[src/ax25e_pkg.sv]
// Shared types, constants and the FCS byte update for the AX.25 frame encoder.
package ax25e_pkg;

	localparam int unsigned LENGTH_LIMIT = 1023;
	localparam int unsigned CAP_W = 10;
	localparam int unsigned LEN_W = 10;
	localparam logic [3:0] ADDR_FULL = 4'd14;
	localparam logic [15:0] CRC_INIT = 16'hFFFF;
	localparam logic [15:0] CRC_POLY = 16'h8408;
	localparam logic [CAP_W-1:0] CAP_RESET = 10'd330;
	localparam logic [1:0] RES_DEPTH = 2'd3;

	typedef enum logic [1:0] {
		OP_ADDR = 2'd0,
		OP_CTRL = 2'd1,
		OP_PID  = 2'd2,
		OP_INFO = 2'd3
	} opcode_t;

	typedef enum logic [1:0] {
		ST_OK        = 2'd0,
		ST_CAPACITY  = 2'd1,
		ST_ADDRESSES = 2'd2
	} status_t;

	typedef struct packed {
		logic [7:0]       out_byte;
		logic             out_last;
		status_t          status;
		logic [LEN_W-1:0] frame_length;
	} res_t;

	// one byte of the reflected CRC-16 (x^16 + x^12 + x^5 + 1), LSB first
	function automatic logic [15:0] crc_byte(input logic [15:0] crc, input logic [7:0] b);
		logic [15:0] c;
		c = crc ^ {8'h00, b};
		for (int i = 0; i < 8; i++) begin
			if (c[0]) begin
				c = (c >> 1) ^ CRC_POLY;
			end else begin
				c = c >> 1;
			end
		end
		return c;
	endfunction

endpackage

[src/ax25_frame_encoder_with_fcs.sv]
// AX.25 frame encoder: E-bit marking, PID filtering, FCS append and length check.
// An input transfer reaches the master side through the input register and then the result buffer.
// Throughput: one input byte per cycle while m_tready is high; a byte marked tlast yields
// three results (data byte and two FCS bytes; two if it is a dropped PID) and holds s_tready
// low while the three-entry result buffer drains.
// Reset (arst_n low, asynchronous): buffers empty, CRC 0xFFFF, counters zero,
// output_capacity 330.
module ax25_frame_encoder_with_fcs
	import ax25e_pkg::*;
(
	input  logic        clk,
	input  logic        arst_n,
	// input stream
	input  logic        s_tvalid,
	output logic        s_tready,
	input  logic [7:0]  s_tdata,   // [7:0] data_byte
	input  logic [2:0]  s_tuser,   // [1:0] opcode, [2] final_address_byte
	input  logic        s_tlast,   // last_byte
	// output stream
	output logic        m_tvalid,
	input  logic        m_tready,
	output logic [23:0] m_tdata,   // [7:0] out_byte, [17:8] frame_length, [23:18] zero
	output logic [1:0]  m_tuser,   // [1:0] status
	output logic        m_tlast,   // out_last
	// configuration
	input  logic        psel,
	input  logic        penable,
	input  logic        pwrite,
	input  logic [2:0]  paddr,
	input  logic [31:0] pwdata,
	output logic [31:0] prdata,
	output logic        pready
);

	// configuration register
	logic [CAP_W-1:0] cap_q;

	// input stage
	logic       valid_s1;
	logic [7:0] byte_s1;
	opcode_t    op_s1;
	logic       fin_s1;
	logic       last_s1;

	// frame state
	logic [15:0]      crc_q;
	logic [LEN_W-1:0] bw_q;
	logic [3:0]       addr_q;
	logic             ui_q;
	logic             discard_q;

	// result buffer, slot 0 is presented
	res_t       res_q [3];
	logic [1:0] cnt_q;

	logic             proceed;
	logic             pop;
	logic             emit;
	logic [1:0]       need;
	logic [11:0]      sum;
	logic [CAP_W-1:0] bound;
	logic             addr_err;
	logic             cap_err;
	logic [7:0]       byte_fix;
	logic [15:0]      crc_upd;
	logic [15:0]      crc_after;
	logic [15:0]      fcs;
	res_t             new_res [3];
	logic [1:0]       new_cnt;

	assign pready = 1'b1;
	assign prdata = {{(32-CAP_W){1'b0}}, cap_q};

	always_ff @(posedge clk or negedge arst_n) begin
		if (!arst_n) begin
			cap_q <= CAP_RESET;
		end else if (psel && penable && pwrite && pready && (paddr[2] == 1'b0)) begin
			cap_q <= pwdata[CAP_W-1:0];
		end
	end

	assign pop      = m_tvalid && m_tready;
	assign proceed  = valid_s1 && ((cnt_q == 2'd0) || ((cnt_q == 2'd1) && m_tready));
	assign s_tready = !valid_s1 || proceed;

	always_comb begin
		bound = ({7'd0, cap_q} > 17'(LENGTH_LIMIT)) ? CAP_W'(LENGTH_LIMIT) : cap_q;
		emit = (op_s1 != OP_PID) || ui_q;
		need = {last_s1, 1'b0} + {1'b0, emit};
		sum = {2'b00, bw_q} + {10'd0, need};
		addr_err = ((op_s1 != OP_ADDR) || last_s1) && (addr_q < ADDR_FULL);
		cap_err = sum > {2'b00, bound};
		byte_fix = {byte_s1[7:1], byte_s1[0] | ((op_s1 == OP_ADDR) && fin_s1)};
		crc_upd = crc_byte(crc_q, byte_fix);
		crc_after = emit ? crc_upd : crc_q;
		fcs = ~crc_after;

		for (int i = 0; i < 3; i++) begin
			new_res[i] = '{out_byte: 8'h00, out_last: 1'b0, status: ST_OK,
				frame_length: '0};
		end
		new_cnt = 2'd0;

		if (discard_q) begin
			new_cnt = 2'd0;
		end else if (addr_err || cap_err) begin
			new_res[0].out_last = 1'b1;
			new_res[0].status = addr_err ? ST_ADDRESSES : ST_CAPACITY;
			new_cnt = 2'd1;
		end else begin
			if (emit) begin
				new_res[0].out_byte = byte_fix;
			end
			if (last_s1) begin
				// FCS pair goes after the data byte, or first if the PID was dropped
				new_res[emit ? 2'd1 : 2'd0].out_byte = fcs[7:0];
				new_res[emit ? 2'd2 : 2'd1].out_byte = fcs[15:8];
				new_res[emit ? 2'd2 : 2'd1].out_last = 1'b1;
				new_res[emit ? 2'd2 : 2'd1].frame_length = sum[LEN_W-1:0];
			end
			new_cnt = need;
		end
	end

	// input register
	always_ff @(posedge clk or negedge arst_n) begin
		if (!arst_n) begin
			valid_s1 <= 1'b0;
		end else if (s_tready) begin
			valid_s1 <= s_tvalid;
		end
	end

	always_ff @(posedge clk) begin
		if (s_tvalid && s_tready) begin
			byte_s1 <= s_tdata;
			op_s1   <= opcode_t'(s_tuser[1:0]);
			fin_s1  <= s_tuser[2];
			last_s1 <= s_tlast;
		end
	end

	// frame state
	always_ff @(posedge clk or negedge arst_n) begin
		if (!arst_n) begin
			crc_q     <= CRC_INIT;
			bw_q      <= '0;
			addr_q    <= '0;
			ui_q      <= 1'b0;
			discard_q <= 1'b0;
		end else if (proceed) begin
			if (discard_q) begin
				if (last_s1) begin
					discard_q <= 1'b0;
				end
			end else if (addr_err || cap_err) begin
				crc_q     <= CRC_INIT;
				bw_q      <= '0;
				addr_q    <= '0;
				ui_q      <= 1'b0;
				discard_q <= !last_s1;
			end else if (last_s1) begin
				crc_q  <= CRC_INIT;
				bw_q   <= '0;
				addr_q <= '0;
				ui_q   <= 1'b0;
			end else begin
				crc_q <= crc_after;
				bw_q  <= sum[LEN_W-1:0];
				if ((op_s1 == OP_ADDR) && (addr_q < ADDR_FULL)) begin
					addr_q <= addr_q + 4'd1;
				end
				if (op_s1 == OP_CTRL) begin
					ui_q <= (byte_s1[1:0] == 2'b11);
				end
			end
		end
	end

	// result buffer
	always_ff @(posedge clk or negedge arst_n) begin
		if (!arst_n) begin
			cnt_q <= 2'd0;
		end else if (proceed) begin
			cnt_q <= new_cnt;
		end else if (pop) begin
			cnt_q <= cnt_q - 2'd1;
		end
	end

	always_ff @(posedge clk) begin
		if (proceed) begin
			res_q[0] <= new_res[0];
			res_q[1] <= new_res[1];
			res_q[2] <= new_res[2];
		end else if (pop) begin
			res_q[0] <= res_q[1];
			res_q[1] <= res_q[2];
		end
	end

	assign m_tvalid = (cnt_q != 2'd0);
	assign m_tdata  = {6'd0, res_q[0].frame_length, res_q[0].out_byte};
	assign m_tuser  = res_q[0].status;
	assign m_tlast  = res_q[0].out_last;

`ifndef SYNTH
	a_cnt_range: assert property (@(posedge clk) disable iff (!arst_n)
		cnt_q <= RES_DEPTH)
		else $error("result buffer count out of range");

	a_addr_sat: assert property (@(posedge clk) disable iff (!arst_n)
		addr_q <= ADDR_FULL)
		else $error("address count beyond saturation");

	a_err_ends: assert property (@(posedge clk) disable iff (!arst_n)
		(m_tvalid && (m_tuser != ST_OK)) |-> (m_tlast && (m_tdata == 24'd0)))
		else $error("error result not a closing zero result");

	a_len_last: assert property (@(posedge clk) disable iff (!arst_n)
		(m_tvalid && !m_tlast) |-> (m_tdata[17:8] == '0))
		else $error("frame length on a non-final result");

	a_single_err: assert property (@(posedge clk) disable iff (!arst_n)
		(m_tvalid && (m_tuser != ST_OK)) |-> (cnt_q == 2'd1))
		else $error("error result not alone in buffer");
`endif

endmodule

[config.mk]
export PLATFORM = sky130hd
export DESIGN_NAME = ax25_frame_encoder_with_fcs
export DESIGN_NICKNAME = d
export VERILOG_FILES = /design/src/ax25e_pkg.sv /design/src/ax25_frame_encoder_with_fcs.sv
export SDC_FILE = /design/constraint.sdc
export NUM_CORES = 1
export LEC_CHECK = 0
export BUFFER_PORTS_ARGS = -buffer_cell sky130_fd_sc_hd__buf_4
export CAP_MARGIN = 25
export CELL_PAD_IN_SITES_DETAIL_PLACEMENT = 1
export CELL_PAD_IN_SITES_GLOBAL_PLACEMENT = 1
export CORE_MARGIN = 3
export CORE_UTILIZATION = 45
export DETAILED_ROUTE_END_ITERATION = 10
export PLACE_DENSITY = 0.83
export RECOVER_POWER = 100
export SYNTH_ARGS = -nofsm -noshare
export SYNTH_HDL_FRONTEND = slang
export SYNTH_SLANG_ARGS = --single-unit
[constraint.sdc]
create_clock -name clk -period 12.5 [get_ports clk]
set_input_delay 1.25 -clock clk [delete_from_list [all_inputs] [get_ports clk]]
set_output_delay 1.25 -clock clk [all_outputs]
set_load 0.01 [all_outputs]
==> qor.yml, run 1 <==
placement:
  place_area_um2: 6370
  dp_slack_ps: 6760
  placedCellCount: 722
  gp_congestion: 0.842
  post-dp-hpwl_mm: 9.48
  portBuffers: 62
clocking:
  cts_resized: 0
  clkSlewWorstSetupHoldPaths_ps: 50
  clock_latency_ps: 420
  cts_buffer_depth: 2
  postCtsSetupRepairBufs: 0
  cts_tree: "built"
  root_buffer: "clkbuf_16"
  numCtsBuffers: 17
  h-tree-depth: 4
  hold_buffers: 0
  cts.sinks: 116
sta:
  setup_ws_ps: 5970
  fin_crit_ps: 6530
  setup_viol: 0
  setup_tns_ps: 0
  final.period_utilization_pct: 52.3
  relSlewSlack_pct: -71.1
  report.final.slew_viol_count: 63
  clock_skew_ps: 8.37
  fmax_ghz: 0.153
  rsz0062_at_grt: "false"
  worst_pin_slew_ps: 2570
  hold_viol: 0
  fin_hold_ws_ps: 524
die:
  die_x_um: 122
  start_util_pct: 46.9
  fp-row-count: 41
  die_height_um: 122
  design.core.area_um2: 12800
  io_pins: 116
  die_area_um2: 14800
worst_setup_path:
  path_class: "register to register"
  required_ps: 12840
  worstSetupEndpointType: "register"
  worst_r2r_path_depth: 14
  critPathMostFrequentCell: "nand3_1"
  cp.depth: 14
  worstPathCellList: "inv_1 -> nand3_1 -> ha_1 -> fa_1 -> nand3_1 -> nor2_1 -> xnor2_1 -> inv_1 -> ha_1 -> nand3_1 -> or3_1 -> a211oi_1 -> a31oi_1 -> o22a_1"
  cp-start-kind: "register"
  arrival_ps: 6870
  cp_slowest_cell: "a211oi_1"
  worst-path-buf-inv: 2
  cp_max_fo: 23
  critPathTopFamily: "compound AO/OA/AOI/OAI gates"
  max_stage_delay_ps: 1220
cells_and_area:
  area_growth_pct: 12.4
  final_area_um2: 6770
  nFillCells: 1377
  layout-drive-gt1-share_pct: 16.3
  final_nets: 640
  num_antenna_cells: 0
  final_cells: 754
  final_util_pct: 52.8
status:
  violations: "capacitance limit, slew limit"
  outcome: "complete, but fails checks"
drt:
  drt-total-wl_mm: 13.7
  dr.first_iter.drc_count: 245
  via_per_inst: 5.32
  drtPass1Iterations: 4
  via_count: 4012
  wl_per_cell_um: 18.2
  drc_errors: 0
  final_antenna_net_count: 0
synthesis:
  seq_area_frac_synth_pct: 54.5
  synth-seq-cells: 116
  synth_warnings: 0
  avgSynthCellArea_um2: 11.4
  yosys_most_used_dff: "edfxtp_1"
  synth-async-reset-ratio_pct: 38.8
  synth_cell_types: 63
  syn_inst: 526
  synth_edf_count: 71
  syn-cell-area_um2: 6020
global_routing:
  first_global_vias: 4282
  globalRoute.totalOverflow: 0
  grt_util_all_layers_pct: 19.7
  antenna_found_initial: 0
  grt_max_degree: 46
  grt_pass1_wl_mm: 22.3
min_path:
  min_path_cells: 2
  hold_path_class: "register to register"
power_and_ir_drop:
  power_frac_comb_pct: 33.6
  power.leakage_nw: 2.77
  vdd_drop_max_uv: 101
  seq_power_share_pct: 39.6
  internal_power_mw: 1.15
  power.switching_mw: 0.632
  p_sw_share_pct: 35.6
  p_total_mw: 1.78
  powerDensity_nw_per_um2: 263
  pwr-share-clk_pct: 26.8
run:
  drv_cap: 3
placed cells by master (no fill, tap or decap), types with 3 or more instances in the layout:
cell       synthesis  final
nand2b_1           4      4
or3_1              3      4
buf_4             51     20
clkbuf_1          14     35
dfstp_2           20     16
inv_1             32     32
a31oi_1            3      4
a22o_1             6      6
edfxtp_1          71     71
mux2_2            10     10
a211oi_1           2      3
mux2i_1            3      3
xnor2_1           23     23
conb_1             2     29
dfstp_1            0      4
a21o_1             3      3
dfrtp_1           25     25
clkbuf_16          0     17
nor3_1            10     10
xor2_1            15     15
nor2_1            28     28
o31ai_1            8      8
o22a_1            16     16
a21oi_1           16     17
bufinv_16          0      3
nand3_1           10     10
ha_1              16     16
o21ai_0           18     27
and3_1            15     15
nand2_1           45     45
nand4_1            7      7
clkbuf_4           0     13
clkinv_2           0      7
Yosys cell counts, drive strengths merged, types with 14 or more instances:
cell type  instances  area [um^2]
edfxtp            71         2130
inv               32          120
nand2             45          169
ha                16          200
xor2              15          131
dfstp             20          526
xnor2             23          201
nor2              28          105
o22a              16          140
dfrtp             25          626
a21oi             17         88.8
and3              15         93.8
buf               56          413
o21ai             27          169
clkbuf            14         52.6
layout make-up:
cell class                      instances  area, um^2  area share (%)
Sequential cell                       116        3280            48.5
Multi-Input combinational cell        335        2200            32.5
Clock buffer                           19         433            6.40
Timing Repair Buffer                   67         377            5.57
Tap cell                              172         215            3.18
Clock inverter                         13         140            2.07
Inverter                               32         120            1.78
power groups by stage:
stage / clock network, mW / logic (mW) / registers [mW]
after floorplan: 0 / 0.482 / 0.684
after global placement: 0 / 0.599 / 0.697
after detailed placement: 0 / 0.634 / 0.709
after CTS: 0.483 / 0.646 / 0.704
after global routing: 0.503 / 0.665 / 0.722
final: 0.476 / 0.597 / 0.704
per-layer routing:
metal	wire length, um	track usage, %	vias to the layer above	share of wire, %
li1	-	-	1883	-
met3	799	4.74	16	5.8
met5	0	0	-	0
met4	192	8.54	0	1.4
met1	6110	25.6	1985	45
met2	6590	31.7	128	48
sequential cells by signal, indices dropped and copies added (netlist names):
name	flops
ui_q	1
bound	10
valid_s1	1
op_s1	2
last_s1	1
discard_q	1
res_q	59
crc_q	16
byte_s1	8
bw_q	10
fin_s1	1
addr_q	4
cnt_q	2
cell families after synthesis:
kind of cell / Yosys count / share of synthesized area, %
compound gates: 101 / 12.6
xor+xnor: 38 / 5.53
fa+ha+maj: 17 / 3.66
buf+inv: 102 / 9.73
flops: 116 / 54.5
mux: 13 / 2.37
other cells: 2 / 0.125
simple gates: 137 / 11.5
path summary, 6_finish.rpt:
| kind | from | to | slack (ps) |
|---|---|---|---|
| max in group asynchronous | arst_n | discard_q | 9410 |
| setup reg to reg | op_s1[0] | crc_q[7] | 5970 |
| hold / removal | res_q[0][41] | res_q[0][20] | 520 |
| hold reg to reg | res_q[0][41] | res_q[0][20] | 520 |
| setup / recovery | op_s1[0] | crc_q[7] | 5970 |
| min in group asynchronous | arst_n | bound[4] | 1630 |
worst min-delay path: cells and delay by family (launching register included):
kind,cells,cell delay (ps)
compound gates,1,50
flops,1,320
simple gates,1,40
Power figures use the tool's default switching activity.
==> run 2: changes to the inputs <==
--- a/config.mk
+++ b/config.mk
@@ -10,9 +10,9 @@
 export CELL_PAD_IN_SITES_DETAIL_PLACEMENT = 1
 export CELL_PAD_IN_SITES_GLOBAL_PLACEMENT = 1
 export CORE_MARGIN = 3
-export CORE_UTILIZATION = 45
+export CORE_UTILIZATION = 40
 export DETAILED_ROUTE_END_ITERATION = 10
-export PLACE_DENSITY = 0.83
+export PLACE_DENSITY = 0.78
 export RECOVER_POWER = 100
 export SYNTH_ARGS = -nofsm -noshare
 export SYNTH_HDL_FRONTEND = slang
==> constraint.sdc (replaced) <==
create_clock -name clk -period 5.75 [get_ports clk]
set_input_delay 0.575 -clock clk [delete_from_list [all_inputs] [get_ports clk]]
set_output_delay 0.575 -clock clk [all_outputs]
set_load 0.01 [all_outputs]
==> qor.yml, run 2 (synthesis gave the netlist of run 1 again) <==
global_routing:
  grt_util_all_layers_pct: 16.8
  antenna_found_initial: 0
  first_global_vias: 4157
  globalRoute.totalOverflow: 0
  grt_max_degree: 46
  grt_pass1_wl_mm: 21.8
drt:
  final_antenna_net_count: 0
  via_count: 3937
  wl_per_cell_um: 17.2
  drt-total-wl_mm: 13.2
  via_per_inst: 5.13
  drtPass1Iterations: 4
  dr.first_iter.drc_count: 197
  drc_errors: 0
power_and_ir_drop:
  power.switching_mw: 1.36
  power.leakage_nw: 2.77
  power_frac_comb_pct: 33.8
  pwr-share-clk_pct: 26.0
  internal_power_mw: 2.45
  vdd_drop_max_uv: 379
  seq_power_share_pct: 40.1
  powerDensity_nw_per_um2: 561
  p_sw_share_pct: 35.6
cells_and_area:
  nFillCells: 1571
  final_area_um2: 6800
  biggestRegsByFlops: "res_q (59), crc_q (16)"
  final_util_pct: 46.4
  regMostFlops: "res_q"
  final_nets: 641
  num_antenna_cells: 0
  largest_register_ffs: 59
  area_growth_pct: 12.9
  layout-drive-gt1-share_pct: 17.2
  most-common-layout-cells: "71 x edfxtp_1, 45 x nand2_1, 34 x clkbuf_1, 32 x inv_1, 29 x conb_1"
  final_cells: 767
  mostFrequentLayoutCell: "edfxtp_1"
placement:
  placedCellCount: 735
  portBuffers: 62
  gp_congestion: 0.806
  dp_slack_ps: 889
  post-dp-hpwl_mm: 9.56
  place_area_um2: 6400
min_path:
  hp-start: "s_tdata[1]"
  hold_path_class: "input port to register"
worst_setup_path:
  max_stage_delay_ps: 810
  worst_r2r_path_depth: 14
  worstSetupStartpoint: "op_s1[0]"
  cp-start-kind: "register"
  cp.depth: 14
  worstReg2RegEnd: "addr_q[1]"
  critPathTopFamily: "simple AND/OR/NAND/NOR gates"
  endpoint: "addr_q[1]"
  cp_slowest_cell: "a211oi_2"
  worstPathCellList: "inv_1 -> nand3_1 -> ha_1 -> fa_1 -> nand3_1 -> nor2_1 -> xnor2_1 -> inv_1 -> ha_1 -> nand3_1 -> or3_1 -> a211oi_2 -> nand2_1 -> o311ai_0"
  reg2reg_from: "op_s1[0]"
  path_class: "register to register"
  arrival_ps: 5280
  worstSetupEndpointType: "register"
  r2r_setup_slack_ps: 740
  cp_max_fo: 11
  required_ps: 6030
  worst-path-buf-inv: 2
  critPathMostFrequentCell: "nand3_1"
die:
  fp-row-count: 44
  start_util_pct: 41.1
  die_height_um: 129
  die_area_um2: 16600
  design.core.area_um2: 14600
  die_x_um: 129
  io_pins: 116
clocking:
  hold_buffers: 0
  cts_tree: "built"
  clock_latency_ps: 410
  cts_resized: 0
  cts_buffer_depth: 2
  numCtsBuffers: 17
  postCtsSetupRepairBufs: 0
  cts.sinks: 116
  h-tree-depth: 4
  root_buffer: "clkbuf_16"
  clkSlewWorstSetupHoldPaths_ps: 50
status:
  outcome: "complete, but fails checks"
  violations: "capacitance limit, slew limit"
sta:
  final.period_utilization_pct: 87.1
  setup_ws_ps: 742
  fin_crit_ps: 5010
  fmax_ghz: 0.200
  rsz0062_at_grt: "false"
  hold_viol: 0
  relSlewSlack_pct: -64.6
  setup_tns_ps: 0
  report.final.slew_viol_count: 46
  clock_skew_ps: 8.59
  setup_viol: 0
  worst_pin_slew_ps: 2470
run:
  drv_cap: 1
[run 2: cell count changes in the layout (fill, tap and decap cells not counted)]
cell / delta
a211oi_1: -1
clkbuf_1: -1
bufinv_16: -2
a211oi_2: +1
clkbuf_8: +4
clkinvlp_4: +3
a31oi_1: -1
clkinv_2: -4
clkinv_1: -1
buf_4: +2
a31oi_2: +1
[run 2: area by class of cell]
class	instances	area, um^2	area share (%)
inverters	32	120	1.77
clock buffers	23	488	7.18
flip-flops and latches	116	3280	48.3
multi-input cells	335	2210	32.5
well taps	184	230	3.39
repair buffers	68	388	5.71
clock inverters	9	78.8	1.16
[run 2: stage by stage]
step / total power, mW / hold slack (ps)
after floorplan: 2.54 / 279
after global routing: 4.07 / 331
after detailed placement: 2.92 / 507
after global placement: 2.83 / 503
final: 3.81 / 361
after CTS: 3.95 / 180
[run 2: per-layer routing]
layer	up-vias	wire length, um	global-route usage (%)
met4	0	144	5.50
met3	12	689	5.56
li1	1891	-	-
met2	114	6270	26.1
met5	-	0	0
met1	1920	6060	22.4
[run 2: power groups by stage]
stage	clock network, mW	registers, mW	logic [mW]
floorplan	0	1.49	1.05
global placement	0	1.52	1.32
detailed placement	0	1.54	1.37
CTS	1.02	1.53	1.40
global route	1.06	1.58	1.43
finish	0.993	1.53	1.29
[run 2: worst min path at each step]
stage | to | slack, ps | cells past startpoint
6_report | byte_s1[1] | 360 | 1
5_1_grt | byte_s1[6] | 330 | 1
4_1_cts | cnt_q[1] | 180 | 1
3_5_place_dp | res_q[0][33] | 510 | 2
3_3_place_gp | res_q[0][33] | 500 | 2
2_1_floorplan | addr_q[0] | 280 | 0
